==> src/rtl/trie_max_xor_search_assert.svh <==
// Assertion macros for the trie max-XOR search block.
// Used by modules that check their own logic; no other dependencies.
`ifndef TRIE_MAX_XOR_SEARCH_ASSERT_SVH
`define TRIE_MAX_XOR_SEARCH_ASSERT_SVH

`ifndef SYNTHESIS
// Same-cycle implication, sampled on clk, off during reset
`define TMX_ASSERT_IMPL(lbl, ante, cons, msg) \
    lbl: assert property (@(posedge clk) disable iff (!rst_n) (ante) |-> (cons)) \
        else $error(msg);
// Next-cycle implication, sampled on clk, off during reset
`define TMX_ASSERT_NEXT(lbl, ante, cons, msg) \
    lbl: assert property (@(posedge clk) disable iff (!rst_n) (ante) |=> (cons)) \
        else $error(msg);
`else
`define TMX_ASSERT_IMPL(lbl, ante, cons, msg)
`define TMX_ASSERT_NEXT(lbl, ante, cons, msg)
`endif

`endif

==> src/rtl/tmx_pkg.sv <==
// Shared types and constants for the trie max-XOR search block.
// No dependencies; imported by the controller, datapath and top level.
`timescale 1ns / 1ps
`default_nettype none

package tmx_pkg;

    // Width of the key field on the stream
    localparam int KEY_W         = 32;
    // Default configuration
    localparam int DEF_KEY_BITS  = 32;
    localparam int DEF_MAX_NODES = 4096;

    // Command codes carried in tuser
    localparam logic CMD_INSERT = 1'b0;
    localparam logic CMD_QUERY  = 1'b1;

    // Controller states, one-hot
    typedef enum logic [4:0] {
        S_CLEAR  = 5'b00001,
        S_IDLE   = 5'b00010,
        S_WALK   = 5'b00100,
        S_ALLOC  = 5'b01000,
        S_FINISH = 5'b10000
    } tmx_state_t;

    // Commands from the controller to the datapath
    typedef struct packed {
        logic clear;      // write zeros at the clear counter
        logic start;      // load a new word, read the root
        logic walk;       // advance one trie level
        logic alloc;      // link a new node at the current level
        logic set_full;   // flag the insert as dropped
        logic mark_keys;  // an insert succeeded
        logic load_out;   // move the result into the output register
    } tmx_cmd_t;

    // Status from the datapath to the controller
    typedef struct packed {
        logic in_query;   // incoming word is a query
        logic is_query;   // word in progress is a query
        logic holds_keys; // trie holds at least one key
        logic child_hit;  // child on the key's own bit exists
        logic no_room;    // too few free nodes for the rest of the key
        logic level_zero; // current level is bit 0
        logic clear_done; // clear counter at the last node
        logic out_busy;   // output register holds a word not yet taken
    } tmx_stat_t;

endpackage

`default_nettype wire

==> src/rtl/tmx_ctrl.sv <==
// Controller state machine for the trie max-XOR search block.
// Depends on tmx_pkg; drives the datapath through tmx_cmd_t.
`timescale 1ns / 1ps
`default_nettype none

module tmx_ctrl (
    input  wire logic                clk,
    input  wire logic                rst_n,
    input  wire logic                in_valid,
    output logic                     in_ready,
    input  wire tmx_pkg::tmx_stat_t  stat,
    output tmx_pkg::tmx_cmd_t        cmd
);

    import tmx_pkg::*;

    tmx_state_t state_reg;
    tmx_state_t state_next;
    logic       accept;

    assign in_ready = (state_reg == S_IDLE);
    assign accept   = in_ready && in_valid;

    // Next state and commands
    always_comb
    begin
        state_next = state_reg;
        cmd        = '0;
        unique case (state_reg)
            S_CLEAR:
            begin
                cmd.clear = 1'b1;
                if (stat.clear_done)
                begin
                    state_next = S_IDLE;
                end
            end
            S_IDLE:
            begin
                if (accept)
                begin
                    cmd.start = 1'b1;
                    // empty trie: a query has nothing to walk
                    if (stat.in_query && !stat.holds_keys)
                    begin
                        state_next = S_FINISH;
                    end
                    else
                    begin
                        state_next = S_WALK;
                    end
                end
            end
            S_WALK:
            begin
                cmd.walk = 1'b1;
                if (stat.is_query)
                begin
                    if (stat.level_zero)
                    begin
                        state_next = S_FINISH;
                    end
                end
                else if (stat.child_hit)
                begin
                    // duplicate key ends on an existing leaf
                    if (stat.level_zero)
                    begin
                        cmd.mark_keys = 1'b1;
                        state_next    = S_FINISH;
                    end
                end
                else if (stat.no_room)
                begin
                    cmd.set_full = 1'b1;
                    state_next   = S_FINISH;
                end
                else
                begin
                    state_next = S_ALLOC;
                end
            end
            S_ALLOC:
            begin
                cmd.alloc = 1'b1;
                if (stat.level_zero)
                begin
                    cmd.mark_keys = 1'b1;
                    state_next    = S_FINISH;
                end
            end
            S_FINISH:
            begin
                if (!stat.out_busy)
                begin
                    cmd.load_out = 1'b1;
                    state_next   = S_IDLE;
                end
            end
            default:
            begin
                state_next = S_IDLE;
            end
        endcase
    end

    // State register
    always_ff @(posedge clk or negedge rst_n)
    begin
        if (!rst_n)
        begin
            state_reg <= S_CLEAR;
        end
        else
        begin
            state_reg <= state_next;
        end
    end

endmodule

`default_nettype wire

==> config.mk <==
export PLATFORM = sky130hd
export DESIGN_NAME = tmx_ctrl
export DESIGN_NICKNAME = d
export VERILOG_FILES = /design/src/rtl/trie_max_xor_search_assert.svh /design/src/rtl/tmx_pkg.sv /design/src/rtl/tmx_ctrl.sv
export SDC_FILE = /design/constraint.sdc
export NUM_CORES = 1
export LEC_CHECK = 0
export ABC_CLOCK_PERIOD_IN_PS = 3550
export BUFFER_PORTS_ARGS = -buffer_cell sky130_fd_sc_hd__buf_4
export CAP_MARGIN = 20
export CORE_AREA = 2 2 39 41
export DETAILED_ROUTE_END_ITERATION = 10
export DIE_AREA = 0 0 41 43
export GPL_TIMING_DRIVEN = 0
export PLACE_DENSITY = 0.65
export SLEW_MARGIN = 25
export SYNTH_ARGS = -nofsm -noshare
export SYNTH_HDL_FRONTEND = slang
export SYNTH_SLANG_ARGS = --single-unit
==> constraint.sdc <==
create_clock -name clk -period 3.55 [get_ports clk]
set_input_delay 0.1775 -clock clk [delete_from_list [all_inputs] [get_ports clk]]
set_output_delay 0.1775 -clock clk [all_outputs]
set_load 0.01 [all_outputs]
==> reports/summary.json, run 1 <==
{
  "yosys": {
    "seq_area_frac_synth": 0.3258,
    "synth_top_area_share": 0.2581,
    "postSynthCellCount": 44,
    "synth.avg_cell_area_sq_um": 8.815,
    "netlist-cell-type-count": 27,
    "post_synthesis_net_count": 55,
    "synth.largest_area_cell": "sky130_fd_sc_hd__dfrtp_1",
    "synth.yosys.warnings": 0,
    "cell_area_after_synthesis_sq_um": 387.9,
    "synth-seq-cells": 5,
    "synth.top_cells.by_area": "sky130_fd_sc_hd__dfrtp_1 (26%), sky130_fd_sc_hd__dfstp_2 (6.8%), sky130_fd_sc_hd__or3_4 (5.8%)"
  },
  "clock_network": {
    "cts-htree-levels": 1,
    "cts_repair_resize_count": 0,
    "num_cts_buffers": 3,
    "ctsLongestPathBuffers": 2,
    "cts.repair_timing.setup_buffer_count": 0,
    "cts_tree": "built",
    "clk_root_buffer_cell": "sky130_fd_sc_hd__clkbuf_4",
    "worst_path_clk_slew_ns": 0.04,
    "clock_sinks": 5,
    "worstSkewPairLatency_ns": 0.24
  },
  "floorplan": {
    "design.die.area_sq_mm": 0.001763,
    "die_width_um": 41,
    "design.portCount": 19,
    "design.core.area_sq_mm": 0.001384,
    "effective_utilization_at_floorplan": 0.2803,
    "rows": 14,
    "fp.dieH_um": 43
  },
  "sta": {
    "fin_setup_tns_ns": 0,
    "min_period_over_period": 0.5497,
    "clk_skew_ns": 0.002071,
    "worst_pin_slew_ns": 0.2405,
    "final.min_clock_period_ns": 1.951,
    "worst_slew_margin_rel": 0.8374,
    "setup_viol": 0,
    "rsz0062_at_grt": "false",
    "timing_max_transition_violations_final": 0,
    "timing.final.hold_violations": 0,
    "final_layout_worst_hold_slack_ns": 0.07464,
    "maximum_operating_frequency_mhz": 512.5
  },
  "routing": {
    "drt_iter0_drcs": 4,
    "route.detailed.wl_per_inst_um": 10.76,
    "top_signal_layer_used": "met4",
    "sum_of_routed_wire_segments_on_met1_um": 351,
    "final_antenna_net_count": 0,
    "residual_drc_count": 0,
    "met3WireLength_um": 33,
    "met2_length_um": 495,
    "drtPass1Iterations": 2,
    "routed_via_density": 4.928,
    "postRouteWirelength_um": 893,
    "num_vias": 409
  },
  "pwr": {
    "power_w": 0.0003234,
    "vdd.ir_drop.worst_v": 0.0002775,
    "leakagePower_nw": 0.2904,
    "power-per-cell-area_mw_per_mm2": 558.3
  },
  "critical_path": {
    "setup.reg_to_reg.worst_slack_ns": 1.92,
    "number_of_cells_on_the_worst_reg_to_reg_path": 4,
    "timing.rr.end": "state_reg[4]",
    "critical_path.endpoint_type": "primary output",
    "critical_setup_path_class": "flop to primary output",
    "critical_path_required_ns": 3.37,
    "worst_setup_path_startpoint": "state_reg[2]",
    "critical_path.startpoint_type": "flop",
    "critical_path.endpoint": "cmd[1]",
    "reg2reg_from": "state_reg[2]",
    "path_max_fanout": 8,
    "worst-endpoint-arrival_ns": 1.77
  },
  "min_path": {
    "timing.hold.worst_path_depth": 2,
    "hold_path_class": "primary input to flop"
  },
  "flow_run": {
    "drv_cap": 0
  },
  "run_status": {
    "status": "finished clean"
  },
  "placed_design": {
    "port-buffer-count": 18,
    "routabilityCongestion": 0.7534,
    "place_hpwl_um": 716.5
  },
  "layout": {
    "drive_above_1_share": 0.4030,
    "antenna_cells_inserted": 0,
    "final_util": 0.4186,
    "final_nets": 79,
    "number_of_flip_flops_in_the_largest_register": 5,
    "area_grow_syn2layout_pct": 49.35
  },
  "global_route": {
    "grt_start_max_net_pins": 9,
    "globalRouteTotalUtil": 0.1253,
    "grt_first_pass_wirelength_mm": 1.428,
    "number_of_antenna_violations_at_the_first_check_in_global_routing": 0,
    "vias_in_the_first_global_route": 370,
    "residual_overflow_from_global_routing": 0
  }
}
==> stage by stage <==
stage          worst slack [ns]  cell area, sq um  instances
2_1_floorplan             1.971             387.9         44
5_1_grt                   1.540             579.3         83
4_1_cts                   1.587             579.3         83
3_3_place_gp              1.851             543.0         78
6_report                  1.599             579.3         83
3_5_place_dp              1.851             543.0         78
==> report_power, final <==
group | switching (W) | total [W] | internal [W]
logic | 0.0000798 | 0.000170 | 0.0000900
registers | 0.0000191 | 0.0000898 | 0.0000707
clock network | 0.0000214 | 0.0000638 | 0.0000424
total | 0.000120 | 0.000323 | 0.000203
==> kinds of logic (layout without fill, tap and decap cells) <==
| group | after synthesis | after routing | share of synthesized area |
|---|---|---|---|
| mux | 1 | 1 | 0.02581 |
| xor+xnor | 1 | 1 | 0.02258 |
| compound gates | 12 | 12 | 0.2161 |
| flops | 5 | 5 | 0.3258 |
| simple gates | 19 | 19 | 0.3516 |
| buf+inv | 6 | 29 | 0.05806 |
==> worst max-delay path: stages, from the launching register on <==
cell and delay, ns:
sky130_fd_sc_hd__dfrtp_1 0.45, sky130_fd_sc_hd__or3_4 0.40, sky130_fd_sc_hd__or3b_1 0.40, sky130_fd_sc_hd__a21boi_1 0.15
sky130_fd_sc_hd__buf_4 0.14
==> worst min-delay path by stage <==
| stage | startpoint | to | slack, ns |
|---|---|---|---|
| floorplan | rst_n | state_reg[1] | -0.12 |
| global route | stat[1] | state_reg[0] | 0.07 |
| global placement | rst_n | state_reg[2] | -0.02 |
| detailed placement | rst_n | state_reg[2] | -0.02 |
| finish | stat[1] | state_reg[0] | 0.07 |
| CTS | stat[1] | state_reg[0] | 0.07 |
==> timing repair <==
item	in CTS	in global routing
endpoints found under the hold margin	5	0
hold buffers	1	0
setup endpoints to repair	0	0
==> Yosys cell counts, drive strengths merged <==
library cell and number:
nor3 1, o22a 1, nand3 2, o21ai 5, xor2 1, nor4b 1, nor4bb 1, o221ai 1
or3b 1, o22ai 1, or4b 1, and4bb 1, a21boi 1, o211a 1, nor2 5, and2 1
mux2i 1, a31oi 1, dfrtp 4, dfstp 1, nand4b 1, inv 6, nand3b 2, a21oi 1
or3 2
==> placed cells by master, fill, tap and decap left out <==
cell type                       instances
sky130_fd_sc_hd__nor4bb_1               1
sky130_fd_sc_hd__o221ai_2               1
sky130_fd_sc_hd__nor2_1                 5
sky130_fd_sc_hd__dlygate4sd3_1          1
sky130_fd_sc_hd__o22a_1                 1
sky130_fd_sc_hd__dfstp_2                1
sky130_fd_sc_hd__inv_1                  5
sky130_fd_sc_hd__or3_4                  2
sky130_fd_sc_hd__nor4b_1                1
sky130_fd_sc_hd__a21boi_1               1
sky130_fd_sc_hd__o211a_1                1
sky130_fd_sc_hd__and2_1                 1
sky130_fd_sc_hd__mux2i_1                1
sky130_fd_sc_hd__nand3_1                2
sky130_fd_sc_hd__inv_2                  1
sky130_fd_sc_hd__nor3_1                 1
sky130_fd_sc_hd__or3b_1                 1
sky130_fd_sc_hd__and4bb_2               1
sky130_fd_sc_hd__o22ai_1                1
sky130_fd_sc_hd__xor2_1                 1
sky130_fd_sc_hd__clkbuf_4               3
sky130_fd_sc_hd__dfrtp_1                4
sky130_fd_sc_hd__a31oi_1                1
sky130_fd_sc_hd__nand3b_1               2
sky130_fd_sc_hd__o21ai_0                2
sky130_fd_sc_hd__a21oi_1                1
sky130_fd_sc_hd__buf_4                 18
sky130_fd_sc_hd__nand4b_1               1
sky130_fd_sc_hd__or4b_1                 1
sky130_fd_sc_hd__clkbuf_1               1
sky130_fd_sc_hd__o21ai_1                3
==> routing by layer <==
metal / GRT usage / vias to the layer above
met3: 0.01571 / 2
met4: 0.1200 / 0
met2: 0.1813 / 7
met5: 0 / -
met1: 0.1475 / 192
li1: - / 208
==> area by class of cell <==
type	instances	area [sq um]
clock buffers	4	26.28
fillers	147	804.5
inverters	6	22.52
multi-input cells	33	239.0
flip-flops and latches	5	126.4
well taps	16	20.02
repair buffers	19	145.1
(Power assumes the default switching activity.)
==> run 2: changes to the inputs <==
--- a/config.mk
+++ b/config.mk
@@ -5,7 +5,7 @@
 export SDC_FILE = /design/constraint.sdc
 export NUM_CORES = 1
 export LEC_CHECK = 0
-export ABC_CLOCK_PERIOD_IN_PS = 3550
+export ABC_CLOCK_PERIOD_IN_PS = 2009
 export BUFFER_PORTS_ARGS = -buffer_cell sky130_fd_sc_hd__buf_4
 export CAP_MARGIN = 20
 export CORE_AREA = 2 2 39 41
==> constraint.sdc (replaced) <==
create_clock -name clk -period 2.01 [get_ports clk]
set_input_delay 0.1005 -clock clk [delete_from_list [all_inputs] [get_ports clk]]
set_output_delay 0.1005 -clock clk [all_outputs]
set_load 0.01 [all_outputs]
==> run 2 against run 1 <==
Effect of this change: setup slack worse by 1.5 ns; utilization up 0.72 points; critical endpoint unchanged; highest routed layer unchanged; largest cell class unchanged; clock skew did not move.
==> reports/summary.json, run 2 (synthesis results as in run 1) <==
{
  "sta": {
    "timing.final.hold_violations": 0,
    "min_period_over_period": 0.9325,
    "worst_slack_ns": 0.1356,
    "worst_slew_margin_rel": 0.8374,
    "maximum_operating_frequency_mhz": 533.5,
    "clk_skew_ns": 0.002071,
    "setup_viol": 0,
    "worst_pin_slew_ns": 0.2405,
    "timing_max_transition_violations_final": 0,
    "rsz0062_at_grt": "false",
    "final.min_clock_period_ns": 1.874,
    "fin_setup_tns_ns": 0
  },
  "placed_design": {
    "routabilityCongestion": 0.7534,
    "post-place-ws_ns": 0.3835,
    "port-buffer-count": 18,
    "place_hpwl_um": 716.5
  },
  "clock_network": {
    "cts.repair_timing.setup_buffer_count": 0,
    "cts-htree-levels": 1,
    "ctsLongestPathBuffers": 2,
    "cts_tree": "built",
    "cts_repair_resize_count": 0,
    "num_cts_buffers": 3,
    "worstSkewPairLatency_ns": 0.24,
    "worst_path_clk_slew_ns": 0.04,
    "cts_hold_buffers": 2,
    "clk_root_buffer_cell": "sky130_fd_sc_hd__clkbuf_4",
    "clock_sinks": 5
  },
  "min_path": {
    "hold_start": "stat[2]",
    "hold_path_class": "primary input to flop",
    "timing.hold.worst_path_depth": 2,
    "hold-path-endpoint": "state_reg[3]"
  },
  "routing": {
    "routed_via_density": 4.893,
    "drt_iter0_drcs": 4,
    "postRouteWirelength_um": 899,
    "drtPass1Iterations": 2,
    "final_antenna_net_count": 0,
    "residual_drc_count": 0,
    "route.detailed.wl_per_inst_um": 10.70,
    "num_vias": 411
  },
  "layout": {
    "multi_input_combinational_cell_area_sq_um": 239.0,
    "drive_above_1_share": 0.3971,
    "most-common-layout-cells": "sky130_fd_sc_hd__buf_4 (18), sky130_fd_sc_hd__inv_1 (5), sky130_fd_sc_hd__nor2_1 (5)",
    "layout.filler_cells": 146,
    "final_nets": 80,
    "area_grow_syn2layout_pct": 51.94,
    "area.sequential_sq_um": 126.4,
    "antenna_cells_inserted": 0,
    "number_of_flip_flops_in_the_largest_register": 5,
    "final_common_cell": "sky130_fd_sc_hd__buf_4"
  },
  "floorplan": {
    "effective_utilization_at_floorplan": 0.2803,
    "fp.dieH_um": 43,
    "die_width_um": 41,
    "design.core.area_sq_mm": 0.001384,
    "rows": 14,
    "design.die.area_sq_mm": 0.001763,
    "design.portCount": 19
  },
  "run_status": {
    "status": "finished clean"
  },
  "critical_path": {
    "number_of_cells_on_the_worst_reg_to_reg_path": 4,
    "critical_path.endpoint_type": "primary output",
    "critical_setup_path_class": "flop to primary output",
    "reg2reg_from": "state_reg[2]",
    "setup.reg_to_reg.worst_slack_ns": 0.38,
    "critical_path.startpoint_type": "flop",
    "worst-endpoint-arrival_ns": 1.77,
    "timing.rr.end": "state_reg[4]",
    "path_max_fanout": 8,
    "critical_path_required_ns": 1.91
  },
  "global_route": {
    "number_of_antenna_violations_at_the_first_check_in_global_routing": 0,
    "grt_first_pass_wirelength_mm": 1.428,
    "residual_overflow_from_global_routing": 0,
    "globalRouteTotalUtil": 0.1253,
    "grt_start_max_net_pins": 9,
    "vias_in_the_first_global_route": 370
  },
  "pwr": {
    "power-per-cell-area_mw_per_mm2": 971.9,
    "vdd.ir_drop.worst_v": 0.0004902,
    "leakagePower_nw": 0.2946
  },
  "flow_run": {
    "drv_cap": 0
  }
}
## run 2: changes by cell type in the layout (fill, tap and decap cells not counted)
cell | before | now
sky130_fd_sc_hd__dlygate4sd3_1 | 1 | 2
## run 2: metrics by stage
step | util | area (sq um) | hold slack (ns) | power, W | std cells
after floorplan | - | 387.9 | -0.1951 | 0.0003566 | 44
after global placement | 0.3924 | 543.0 | -0.09622 | 0.0004537 | 78
after detailed placement | 0.3924 | 543.0 | -0.09591 | 0.0004553 | 78
after CTS | 0.4259 | 589.3 | 0.07383 | 0.0005816 | 84
after global routing | 0.4259 | 589.3 | 0.08785 | 0.0006239 | 84
final | 0.4259 | 589.3 | 0.08149 | 0.0005727 | 84
## run 2: worst max path at each step
stage | from | slack, ns | end
2_1_floorplan | state_reg[2] | 0.49 | state_reg[4]
3_3_place_gp | state_reg[2] | 0.39 | cmd[1]
3_5_place_dp | state_reg[2] | 0.38 | state_reg[4]
4_1_cts | state_reg[2] | 0.12 | cmd[1]
5_1_grt | state_reg[2] | 0.08 | cmd[1]
6_report | state_reg[2] | 0.14 | cmd[1]
## run 2: cell type report
| type | count | area share |
|---|---|---|
| well taps | 16 | 0.03397 |
| repair buffers | 20 | 0.2633 |
| flip-flops and latches | 5 | 0.2144 |
| clock buffers | 4 | 0.04459 |
| inverters | 6 | 0.03822 |
| multi-input cells | 33 | 0.4055 |
## run 2: routing by layer
| metal | vias up | GRT usage | share of wire |
|---|---|---|---|
| li1 | 210 | - | - |
| met4 | 0 | 0.1200 | 0.013 |
| met1 | 192 | 0.1475 | 0.40 |
| met3 | 2 | 0.01571 | 0.037 |
| met5 | - | 0 | 0 |
| met2 | 7 | 0.1813 | 0.55 |
## run 2: where the power goes
group | internal [W] | switching (W) | total, W
sequential | 0.000125 | 0.0000337 | 0.000159
combinational | 0.000160 | 0.000141 | 0.000302
clock | 0.0000748 | 0.0000378 | 0.000113
total | 0.000360 | 0.000213 | 0.000573
## run 2: critical path, cell delays in order, from the launching register on
cell and delay (ns):
sky130_fd_sc_hd__dfrtp_1 0.45, sky130_fd_sc_hd__or3_4 0.40, sky130_fd_sc_hd__or3b_1 0.40, sky130_fd_sc_hd__a21boi_1 0.15, sky130_fd_sc_hd__buf_4 0.14
